### src/rtl/core/second_order_byte_checksum_assert.svh
// assertion macros for the second order byte checksum block
// used by the top level; needs a clk and rst signal in scope
`ifndef SECOND_ORDER_BYTE_CHECKSUM_ASSERT_SVH
`define SECOND_ORDER_BYTE_CHECKSUM_ASSERT_SVH

// checked on every edge out of reset
`define SOBC_ASSERT(label, prop, msg) \
  label: assert property (@(posedge clk) disable iff (rst) (prop)) else $error(msg);

// checked on every edge, reset included
`define SOBC_ASSERT_ALWAYS(label, prop, msg) \
  label: assert property (@(posedge clk) (prop)) else $error(msg);

`endif

### src/rtl/core/sobc_pkg.sv
// types and constants for the second order byte checksum block
// no dependencies
`default_nettype none

package sobc_pkg;

  localparam logic [15:0] FIRST_OFFSET = 16'd7;
  localparam logic [7:0]  ALPHA_STEP   = 8'd17;
  localparam logic [7:0]  BETA_STEP    = 8'd31;
  localparam logic [16:0] MOD_VALUE    = 17'd65535;

  typedef struct packed {
    logic [7:0] data_byte;
    logic       final_byte;
  } item_t;

  typedef struct packed {
    logic [7:0]  position_low;
    logic [15:0] older_term;
    logic [15:0] newer_term;
  } terms_t;

endpackage

`default_nettype wire

### src/rtl/core/sobc_in_stage.sv
// input register for the checksum block
// depends on sobc_pkg
`default_nettype none

module sobc_in_stage (
  input  wire logic          clk,
  input  wire logic          rst,
  input  wire logic          in_valid,
  output logic               in_stall,
  input  wire logic [7:0]    data_byte,
  input  wire logic          final_byte,
  input  wire logic          advance,
  output logic               item_valid,
  output sobc_pkg::item_t    item
);

  // held item blocks the port only when it cannot move on
  assign in_stall = item_valid && !advance;

  always_ff @(posedge clk) begin
    if (rst) begin
      item_valid <= 1'b0;
    end else if (!in_stall) begin
      item_valid <= in_valid;
    end
  end

  always_ff @(posedge clk) begin
    if (in_valid && !in_stall) begin
      item.data_byte  <= data_byte;
      item.final_byte <= final_byte;
    end
  end

endmodule

`default_nettype wire

### src/rtl/core/sobc_term.sv
// next term of the recurrence, reduced mod 65535
// depends on sobc_pkg
`default_nettype none

module sobc_term (
  input  wire logic [7:0]       data_byte,
  input  wire sobc_pkg::terms_t terms,
  output logic [15:0]           next_term
);

  logic [15:0] alpha_prod;
  logic [15:0] beta_prod;
  logic [8:0]  coef;
  logic [24:0] plus;
  logic [23:0] minus;
  logic        non_neg;
  logic [24:0] mag;
  logic [16:0] fold;
  logic [15:0] red;

  // position multiples mod 256
  assign alpha_prod = {8'd0, terms.position_low} * {8'd0, sobc_pkg::ALPHA_STEP};
  assign beta_prod  = {8'd0, terms.position_low} * {8'd0, sobc_pkg::BETA_STEP};
  assign coef       = {1'b0, data_byte} + {1'b0, alpha_prod[7:0]};

  assign plus  = {16'd0, coef} * {9'd0, terms.newer_term};
  assign minus = {16'd0, beta_prod[7:0]} * {8'd0, terms.older_term};

  assign non_neg = plus >= {1'b0, minus};
  assign mag     = non_neg ? (plus - {1'b0, minus}) : ({1'b0, minus} - plus);

  // 2^16 is 1 mod 65535, so fold high bits onto low bits
  assign fold = {8'd0, mag[24:16]} + {1'b0, mag[15:0]};

  always_comb begin
    if (fold >= sobc_pkg::MOD_VALUE) begin
      red = 16'(fold - sobc_pkg::MOD_VALUE);
    end else begin
      red = fold[15:0];
    end
  end

  // negative difference: wrapped result is (1 - x) mod 65535
  always_comb begin
    priority if (non_neg) begin
      next_term = red;
    end else if (red == 16'd0) begin
      next_term = 16'd1;
    end else if (red == 16'd1) begin
      next_term = 16'd0;
    end else begin
      next_term = 16'(17'h10000 - {1'b0, red});
    end
  end

endmodule

`default_nettype wire

### src/rtl/core/second_order_byte_checksum.sv
// Second order byte checksum. A message arrives one byte per request on the
// input channel, with final_byte set on its last byte; one request carrying
// the 16-bit checksum (0 to 65534) leaves on the output channel for each
// message, and non-final bytes give nothing. The first byte of a message
// sets the older term to 1 and the newer term to byte + 7; every later byte
// at position i forms ((byte + 17i mod 256) * newer - (31i mod 256) * older)
// mod 65535, with a negative difference mapped to (difference + 1) mod
// 65535, and the terms shift. After the last byte the block is back at the
// start of a message. Throughput is one byte per clock cycle, except that a
// final byte stalls while the result register holds a checksum that is not
// taken; a checksum passes the input register, then the result register.
// The rate is set by the term feedback loop: the two products, the subtract
// and the mod 65535 fold sit between the term registers and themselves, so
// each byte passes through that loop once.
// Depends on sobc_pkg, sobc_in_stage, sobc_term and the assertion header.
`default_nettype none

module second_order_byte_checksum (
  input  wire logic        clk,
  input  wire logic        rst,
  input  wire logic        in_valid,
  output logic             in_stall,
  input  wire logic [7:0]  data_byte,
  input  wire logic        final_byte,
  output logic             out_valid,
  input  wire logic        out_stall,
  output logic [15:0]      checksum
);

  `include "second_order_byte_checksum_assert.svh"

  logic              item_valid;
  sobc_pkg::item_t   item;
  logic              advance;
  logic              fire;
  logic              at_message_start;
  sobc_pkg::terms_t  terms;
  sobc_pkg::terms_t  terms_next;
  logic [15:0]       step_term;
  logic [15:0]       value;

  sobc_in_stage u_in_stage (
    .clk        (clk),
    .rst        (rst),
    .in_valid   (in_valid),
    .in_stall   (in_stall),
    .data_byte  (data_byte),
    .final_byte (final_byte),
    .advance    (advance),
    .item_valid (item_valid),
    .item       (item)
  );

  sobc_term u_term (
    .data_byte (item.data_byte),
    .terms     (terms),
    .next_term (step_term)
  );

  // non-final bytes always move on; a final byte needs room in the result register
  assign advance = !item.final_byte || !out_valid || !out_stall;
  assign fire    = item_valid && advance;

  // first byte seeds the terms, later bytes step the recurrence
  always_comb begin
    if (at_message_start) begin
      terms_next.position_low = 8'd1;
      terms_next.older_term   = 16'd1;
      terms_next.newer_term   = {8'd0, item.data_byte} + sobc_pkg::FIRST_OFFSET;
    end else begin
      terms_next.position_low = terms.position_low + 8'd1;
      terms_next.older_term   = terms.newer_term;
      terms_next.newer_term   = step_term;
    end
  end

  assign value = terms_next.newer_term;

  // term state, cleared back to message start after a final byte
  always_ff @(posedge clk) begin
    if (rst) begin
      at_message_start   <= 1'b1;
      terms.position_low <= 8'd0;
      terms.older_term   <= 16'd1;
      terms.newer_term   <= 16'd0;
    end else if (fire) begin
      if (item.final_byte) begin
        at_message_start   <= 1'b1;
        terms.position_low <= 8'd0;
        terms.older_term   <= 16'd1;
        terms.newer_term   <= 16'd0;
      end else begin
        at_message_start <= 1'b0;
        terms            <= terms_next;
      end
    end
  end

  // result register
  always_ff @(posedge clk) begin
    if (rst) begin
      out_valid <= 1'b0;
    end else if (fire && item.final_byte) begin
      out_valid <= 1'b1;
    end else if (!out_stall) begin
      out_valid <= 1'b0;
    end
  end

  always_ff @(posedge clk) begin
    if (fire && item.final_byte) begin
      checksum <= value;
    end
  end

  // a checksum is always a reduced residue
  `SOBC_ASSERT(a_checksum_range, out_valid |-> checksum != 16'hFFFF, "checksum out of range")

  // terms stay reduced in the middle of a message
  `SOBC_ASSERT(a_terms_range,
    !at_message_start |-> (terms.older_term != 16'hFFFF && terms.newer_term != 16'hFFFF),
    "term out of range")

  // a final byte always lands in the result register
  `SOBC_ASSERT(a_final_gives_result, (fire && item.final_byte) |=> out_valid,
    "final byte gave no result")

  // a final byte returns the state to message start
  `SOBC_ASSERT(a_final_restarts, (fire && item.final_byte) |=>
    (at_message_start && terms.position_low == 8'd0 && terms.older_term == 16'd1),
    "state not back at message start")

  // the port stalls only behind a held byte
  `SOBC_ASSERT_ALWAYS(a_stall_needs_item, in_stall |-> item_valid, "stall with empty input register")

endmodule

`default_nettype wire

### config.mk
export PLATFORM = sky130hd
export DESIGN_NAME = second_order_byte_checksum
export DESIGN_NICKNAME = d
export VERILOG_FILES = /design/src/rtl/core/sobc_pkg.sv /design/src/rtl/core/sobc_in_stage.sv /design/src/rtl/core/sobc_term.sv /design/src/rtl/core/second_order_byte_checksum.sv
export VERILOG_INCLUDE_DIRS = /design/src /design/src/rtl/core
export SDC_FILE = /design/constraint.sdc
export NUM_CORES = 1
export LEC_CHECK = 0
export ABC_AREA = 0
export BUFFER_PORTS_ARGS = -buffer_cell sky130_fd_sc_hd__buf_2
export CAP_MARGIN = 20
export CORE_MARGIN = 2
export CORE_UTILIZATION = 55
export CTS_CLUSTER_SIZE = 40
export DETAILED_ROUTE_END_ITERATION = 6
export GPL_TIMING_DRIVEN = 1
export PLACE_DENSITY_LB_ADDON = 0.08
export SYNTH_ARGS = -nofsm -noshare
export SYNTH_HDL_FRONTEND = slang
export SYNTH_SLANG_ARGS = --single-unit
### constraint.sdc
create_clock -name clk -period 18.75 [get_ports clk]
set_input_delay 1.875 -clock clk [delete_from_list [all_inputs] [get_ports clk]]
set_output_delay 1.875 -clock clk [all_outputs]
set_load 0.02 [all_outputs]
==> summary.md, run 1 <==
| Metric | Value |
|---|---|
| Post-synth top area cell | fa_1 |
| Fin worst setup slack | 2113 ps |
| Period utilization | 88.73% |
| Cts hold-fix bufs | 0 |
| Die ar. | 30200 um2 |
| Chip Height | between 150 and 200 um |
| Yosys top cell area share | approximately 25% |
| R2R Setup Slk | roughly 2100 ps |
| Reg area | 1612 um2 |
| Status | complete, no violations |
| Fmax | 60.11 MHz |
| R2R depth | between 60 and 70 |
| ANT nets after route | 0 |
| Mapped cell area | between 15000 and 20000 um2 |
| Slew Limit Fails | 0 |
| Avg Cell Area, Syn | about 8.3 um2 |
| Post-synthesis sequential area ratio | 10.16% |
| First-pass GRT wire length | 69600 um |
| Placer congestion estimate | around 0.96 |
| HP Class | reg2reg |
| CP max FO | 25 |
| Dpl hpwl | 34650 um |
| Layout cells sized above 1 | under 10% |
| Die extent in x | about 170 um |
| Synth Instances | 1910 |
| CP Capture Type | register |
| Pre-antenna DRT Iters | 6 |
| Top cells by instance count after synthesis | inv_1, nand2_1, fa_1, ha_1, and2_1 |
| Synth warnings | 0 |
| Dpl cells | 2255 |
| Startpoint types | register |
| Largest net degree at the start of global routing | 36 |
| Number of synthesized register bits | between 60 and 70 |
| Drc violations | 0 |
| Number of DRC markers in iteration 0 | about 800 |
| Initial antenna violation count | 0 |
| Remaining global-route overflow | 0 |
| Vias in the first global route | 13.04k |
| Layout area overhead | 4.513% |
| Diode count | 0 |
| Setup TNS | 0 ps |
| Synth area leaders | fa_1, ha_1, inv_1, dfxtp_1, and2_1 |
| Main synth FF type | dfxtp_1 |
| CTS tree | yes |
| Met2 Use GR | 45.80% |
| RSZ-0062 raised after global routing | no |
| Max-Cap Viols | 0 |
| WL/cell | 18.65 um |
| Layout Skew | 13.00 ps |
| Final hold violation count | 0 |
| CP required | about 19000 ps |
| Synth async-reset ratio | 0% |
| Nets@finish | 2266 |
| Longest Clk Path Bufs | 2 |
| CP arrival | 16890 ps |
| Inserted Clock Buffers | 9 |
| IO Pins | 31 |
| Root buffer cell | clkbuf_16 |
| H-tree levels | 3 |
| Cell variety after synth | 87 |
| Tot GR Track Use | 28.91% |
| Final WL | 42410 um |
| Place WS | 1859 ps |
| Num rows | 62 |
| Post-CTS sizing | 0 |
| WHS Path Cells | 2 |
| Core area | 28550 um2 |
| Crit path top cell by count | inv_1 |
| Vias | 12.87k |
| Clk Latency, worst-skew pair | 350 ps |
| Post-Syn Nets | approximately 2.3k |
| Max stage delay on crit path | 920 ps |
| Routing usage on met1 | 39.95% |
| Met3 Track Usage GR | ~5.3% |
| Worst-Margin Slew | about 1100 ps |
| Fin cells | 2274 |
| WHS | 498.9 ps |
| FILL cells | 2687 |
| Final period demand of the worst path | ~17000 ps |
| Clock sink count | 68 |
| Kind of critical path | reg2reg |
| Most frequent cell after synthesis | inv_1 |
| Clock transition at the registers of the reported paths | 70 ps |
| Busiest grt layer | met2 |
| Post-synth EDFFs | 25 |
| PortBufs | 30 |
| Count of final setup violators | 0 |
| Relative slew slack | 25.94% |
| Post-CTS setup buffers | 0 |
| Via density | 5.660 |
| Worst path slowest cell | dfxtp_1 |
| Initial Util | 55.54% |
| Area of the multi-input gates | 12790 um2 |
cell families after synthesis:
kind of cell	share of synthesized area [%]
AOI/OAI and AO/OA	15.20
xor gates and xnor gates	7.559
adders and majority gates	38.49
buffers and inverters	9.295
DFF	10.16
muxes	1.168
and+or+nand+nor	18.13
worst paths after layout:
kind,start,endpoint
setup / recovery,terms[32],terms[1]
hold reg to reg,out_valid,out_valid
setup reg to reg,terms[32],terms[1]
hold / removal,out_valid,out_valid
critical path, delay by kind of cell (launching register included):
| family | cells | cell delay [ps] |
|---|---|---|
| AO/OA/AOI/OAI | 21 | 3850 |
| buffers and inverters | 10 | 800 |
| XOR/XNOR | 3 | 410 |
| adder cells (fa/ha/maj) | 13 | 5660 |
| AND/OR/NAND/NOR | 16 | 4380 |
| flip-flops | 1 | 920 |
| multiplexers | 1 | 500 |
routing by layer:
layer  up-vias  share of wire (%)
met5         -               0.14
met4         2                3.6
met3        70                6.1
met2       361                 45
met1      6294                 45
li1       6143                  -
per-stage QoR:
| step | area (um2) | utilization (%) |
|---|---|---|
| floorplan | 15860 | - |
| global placement | 16240 | 56.89 |
| detailed placement | 16240 | 56.89 |
| CTS | 16550 | 57.97 |
| global route | 16570 | 58.05 |
| finish | 16570 | 58.05 |
area by class of cell:
class | instances | share of cell area (%)
multi-input combinational | 1458 | 77.20
sequential | 68 | 9.724
inverter | 309 | 6.999
tap | 384 | 2.899
clock buffer | 9 | 1.359
timing repair buffer | 39 | 1.314
clock inverter | 7 | 0.5059
sequential cells by signal (all words and copies together) (netlist names):
name / count
at_message_start: 1
checksum: 16
out_valid: 1
terms: 40
u_in_stage.item: 9
u_in_stage.item_valid: 1
cell usage in the layout, fill, tap and decap left out, drive strengths merged, types with 20 or more instances in the layout:
cell type  count
a21o          34
a21oi        105
a22oi         20
and2         127
buf           39
dfxtp         43
edfxtp        25
fa           197
ha           171
inv          312
nand2        204
nand3         21
nor2         104
nor2b         34
o21ai         52
o21bai        32
xnor2         90
xor2          43
Power of run 1 is left out: the tool's default activity adds up to more than one toggle a clock period on the data nets, which glitch-free logic cannot reach.
==> inputs of run 2 (changes only) <==
--- a/config.mk
+++ b/config.mk
@@ -9,8 +9,10 @@
 export ABC_AREA = 0
 export BUFFER_PORTS_ARGS = -buffer_cell sky130_fd_sc_hd__buf_2
 export CAP_MARGIN = 20
+export CELL_PAD_IN_SITES_DETAIL_PLACEMENT = 1
+export CELL_PAD_IN_SITES_GLOBAL_PLACEMENT = 1
 export CORE_MARGIN = 2
-export CORE_UTILIZATION = 55
+export CORE_UTILIZATION = 51
 export CTS_CLUSTER_SIZE = 40
 export DETAILED_ROUTE_END_ITERATION = 6
 export GPL_TIMING_DRIVEN = 1
==> constraint.sdc (replaced) <==
create_clock -name clk -period 17.8 [get_ports clk]
set_input_delay 1.78 -clock clk [delete_from_list [all_inputs] [get_ports clk]]
set_output_delay 1.78 -clock clk [all_outputs]
set_load 0.02 [all_outputs]
==> run 2 against run 1 <==
Compared with the run above:
- die area up 7.7%
- routed wire length up 14%
- core utilization down 3.8 points
- setup slack worse by 610 ps
- first-iteration DRC count down 21%
- worst hold slack worse by 11 ps
- sequential share of layout area about the same
- via count up 2.4%
- critical endpoint is now terms[4]
- critical path depth unchanged
- final cell count up 0.70%
- global-route usage up 1.5 points
==> summary.md, run 2 (synthesis results as in run 1) <==
| Metric | Value |
|---|---|
| Core area | slightly above 30000 um2 |
| Number of DRC markers in iteration 0 | between 600 and 700 |
| Fmax | 61.35 MHz |
| Met2 Use GR | ~52% |
| Vias in the first global route | between 10k and 15k |
| Critical path buffers and inverters | 9 |
| Leading cell type in the layout, fill and taps excluded | inv_1 |
| Clock transition at the registers of the reported paths | ~70 ps |
| RSZ-0062 raised after global routing | no |
| CTS tree | yes |
| Finished layout cell area | 16590 um2 |
| Relative slew slack | between 30% and 40% |
| Reg area | 1613 um2 |
| Max reg flops | 40 |
| HP Class | reg2reg |
| Worst path top cell family by delay | adder cells |
| Largest net degree at the start of global routing | 26 |
| Final WL | 48410 um |
| IO Pins | 31 |
| Cts hold-fix bufs | 0 |
| Max stage delay on crit path | 650 ps |
| Root buffer cell | clkbuf_16 |
| Die extent in x | 180.3 um |
| Startpoint types | register |
| Diode count | 0 |
| Final hold violation count | 0 |
| Pre-antenna DRT Iters | 5 |
| H-tree levels | 3 |
| Hold path start | out_valid |
| Fin cells | ~2.3k |
| Clk Latency, worst-skew pair | 360 ps |
| Worst Hold End | out_valid |
| Dpl cells | 2272 |
| Slew Limit Fails | 0 |
| Layout Skew | roughly 17 ps |
| Post-CTS sizing | 0 |
| Most flop-heavy register | terms |
| Count of final setup violators | 0 |
| Final core occ | 54.25% |
| Nets@finish | 2270 |
| FF-to-FF Start | terms[32] |
| Remaining global-route overflow | 0 |
| Via density | roughly 5.8 |
| PortBufs | 30 |
| Max-Cap Viols | 0 |
| Drc violations | 0 |
| WHS Path Cells | 2 |
| Met3 Track Usage GR | 5.194% |
| Longest Clk Path Bufs | 2 |
| Final period demand of the worst path | 16300 ps |
| Kind of critical path | reg2reg |
| Period utilization | 91.57% |
| Layout area overhead | 4.656% |
| CP Capture Type | register |
| CP max FO | 24 |
| Layout cells sized above 1 | under 10% |
| Tot GR Track Use | 30.36% |
| Initial antenna violation count | 0 |
| Area of the multi-input gates | approximately 13000 um2 |
| First-pass GRT wire length | between 70000 and 80000 um |
| Busiest grt layer | met2 |
| Dpl hpwl | between 30000 and 40000 um |
| Clock sink count | 68 |
| Worst path slowest cell | dfxtp_2 |
| CP arrival | 16540 ps |
| Routing usage on met1 | 40.17% |
| Most frequent cells in the layout | inv_1, nand2_1, fa_1 |
| R2R Setup Slk | 1500 ps |
| Vias | 13.18k |
| Setup TNS | 0 ps |
| FF-to-FF End | terms[4] |
| Chip Height | about 180 um |
| Top Registers | terms x40, checksum x16, u_in_stage.item x9 |
| Inserted Clock Buffers | 9 |
| Placer congestion estimate | 0.9127 |
| Placed Area | 16290 um2 |
| Crit path top cell by count | fa_1 |
| ANT nets after route | 0 |
| R2R depth | 64 |
| FILL cells | 3716 |
| Post-CTS setup buffers | 0 |
| Worst-Margin Slew | 1026 ps |
| Status | complete, no violations |
| CP required | ~18000 ps |
| Num rows | 64 |
| Die ar. | 32520 um2 |
| WL/cell | 21.14 um |
| Initial Util | 51.84% |
## run 2: metrics by stage
stage               worst slack, ps  hold WS (ps)
floorplan                      3272         434.1
global placement               1965         474.5
detailed placement             1294         473.1
CTS                            1214         483.0
global route                  330.7         528.3
finish                         1500         487.7
## run 2: per-layer routing
metal | vias up | wire [um]
li1 | 6140 | -
met1 | 6691 | 21200
met2 | 292 | 23690
met3 | 57 | 2512
met4 | 0 | 1006
met5 | - | 0
## run 2: final cells by class
cell class	count	share of cell area [%]
multi-input combinational	1458	77.05
sequential	68	9.719
inverter	309	6.989
tap	396	2.986
timing repair buffer	43	1.493
clock buffer	10	1.380
clock inverter	6	0.3845
## run 2: worst max-delay path by stage
stage / startpoint / end / slack [ps] / cells past startpoint
after detailed placement: terms[32] / terms[4] / 1290 / 64
after CTS: terms[32] / terms[4] / 1210 / 64
after global placement: terms[32] / terms[4] / 1970 / 64
final: terms[32] / terms[4] / 1500 / 64
after floorplan: terms[33] / terms[4] / 3270 / 65
after global routing: terms[32] / terms[4] / 330 / 61
## run 2: tightest hold or removal path, cell delays in order, from the launching register on
cell and delay [ps]:
dfxtp_1 330, nand2_1 60, a21oi_1 50
Power of run 2 is left out for the same reason.
==> inputs of run 3 (changes only) <==
--- a/config.mk
+++ b/config.mk
@@ -11,7 +11,6 @@
 export CAP_MARGIN = 20
 export CELL_PAD_IN_SITES_DETAIL_PLACEMENT = 1
 export CELL_PAD_IN_SITES_GLOBAL_PLACEMENT = 1
-export CORE_MARGIN = 2
 export CORE_UTILIZATION = 51
 export CTS_CLUSTER_SIZE = 40
 export DETAILED_ROUTE_END_ITERATION = 6
==> run 3 against run 2 <==
Compared with the run above:
- die area decreased by 2.2%
- routed wire length is 0.46% lower
- via count increased by 0.42%
- flip-flop and latch count is the same
- sequential share of layout area barely moved
- worst hold slack improved by 5.6 ps
- clock-buffer cell count fell by 1
- first-iteration DRC count shrank 4.2%
- largest cell class unchanged
==> summary.md, run 3 (synthesis results as in run 1) <==
| Metric | Value |
|---|---|
| Status | complete, no violations |
| Fmax | about 60 MHz |
| Final period demand of the worst path | 16630 ps |
| Dpl hpwl | 39630 um |
| Relative slew slack | approximately 28% |
| Worst Setup SP | terms[32] |
| Vias | 13.24k |
| Root buffer cell | clkbuf_16 |
| Die extent in x | 178.3 um |
| Remaining global-route overflow | 0 |
| Critical path buffers and inverters | 9 |
| RSZ-0062 raised after global routing | no |
| Startpoint types | register |
| Chip Height | 178.3 um |
| Largest net degree at the start of global routing | 36 |
| First-pass GRT wire length | 76490 um |
| Nets@finish | roughly 2.3k |
| Max-Cap Viols | 0 |
| Period utilization | 93.43% |
| Dpl cells | 2271 |
| Die ar. | 31800 um2 |
| Post-CTS sizing | 0 |
| CP required | about 18000 ps |
| FILL cells | 3710 |
| Tot GR Track Use | approximately 31% |
| CP arrival | ~17000 ps |
| Max reg flops | 40 |
| Finished layout cell area | 16590 um2 |
| Worst path slowest cell | dfxtp_1 |
| Drc violations | 0 |
| PortBufs | 30 |
| Post-CTS setup buffers | 0 |
| Clk Latency, worst-skew pair | 370 ps |
| Fin cells | 2288 |
| Slew Limit Fails | 0 |
| Reg area | roughly 1600 um2 |
| Layout Skew | 23.99 ps |
| Max stage delay on crit path | 920 ps |
| Core area | 30590 um2 |
| Longest Clk Path Bufs | 2 |
| IO Pins | 31 |
| Setup TNS | 0 ps |
| Final core occ | 54.25% |
| Count of final setup violators | 0 |
| Top Registers | terms x40, checksum x16, u_in_stage.item x9 |
| Clock sink count | 68 |
| Final hold violation count | 0 |
| Initial antenna violation count | 0 |
| Placed Area | 16290 um2 |
| Worst-Margin Slew | 1080 ps |
| Most frequent cells in the layout | inv_1, nand2_1, fa_1 |
| Inserted Clock Buffers | 9 |
| Vias in the first global route | between 10k and 15k |
| Leading cell type in the layout, fill and taps excluded | inv_1 |
| Clock transition at the registers of the reported paths | 80 ps |
| Hold path start | out_valid |
| Pre-antenna DRT Iters | 4 |
| FF-to-FF Start | terms[32] |
| CTS tree | yes |
| ANT nets after route | 0 |
| Layout cells sized above 1 | 5.180% |
| H-tree levels | 3 |
| Cts hold-fix bufs | 0 |
| WL/cell | around 21 um |
| Most flop-heavy register | terms |
| Final WL | about 48000 um |
| Via density | approximately 5.8 |
| Area of the multi-input gates | 12790 um2 |
| Initial Util | 51.84% |
| Diode count | 0 |
| CP Capture Type | register |
| Layout area overhead | 4.656% |
| Number of DRC markers in iteration 0 | 622 |
| Num rows | 64 |
| HP Class | reg2reg |
| CP max FO | 35 |
| Kind of critical path | reg2reg |
| Crit path top cell by count | inv_1 |
| Worst path top cell family by delay | compound AO/OA/AOI/OAI gates |
| Placer congestion estimate | 0.9158 |
## run 3: area by class of cell
type / count / area share (%)
inverters: 309 / 6.989
flip-flops and latches: 68 / 9.711
well taps: 396 / 2.986
multi-input cells: 1458 / 77.09
clock buffers: 9 / 1.357
repair buffers: 41 / 1.402
clock inverters: 7 / 0.4599
## run 3: path summary, 6_finish.rpt
check                            endpoint  slack, ps  cells past startpoint
worst min-delay path            out_valid        490                      2
worst min register to register  out_valid        490                      2
worst max register to register   terms[1]       1170                     62
worst max-delay path             terms[1]       1170                     62
## run 3: worst reg2reg max path, delay by kind of cell, from the launching register on
| kind | cells | cell delay (ps) |
|---|---|---|
| xor gates and xnor gates | 3 | 430 |
| AOI/OAI and AO/OA | 25 | 5300 |
| buffers and inverters | 9 | 740 |
| DFF | 1 | 920 |
| and+or+nand+nor | 12 | 3110 |
| adders and majority gates | 11 | 5070 |
| muxes | 2 | 970 |
## run 3: through the flow
| stage | hold slack (ps) | worst slack, ps |
|---|---|---|
| floorplan | 434.1 | 3272 |
| finish | 493.3 | 1169 |
| CTS | 493.0 | 1190 |
| detailed placement | 483.5 | 1291 |
| global route | 522.8 | 92.08 |
| global placement | 475.3 | 1820 |
## run 3: metal layers
| metal | global-route usage [%] | wire [um] |
|---|---|---|
| met5 | 0 | 0 |
| met4 | 8.369 | 1258 |
| met3 | 4.433 | 2397 |
| met2 | 53.23 | 23490 |
| met1 | 41.36 | 21040 |
Power of run 3 is left out for the same reason.
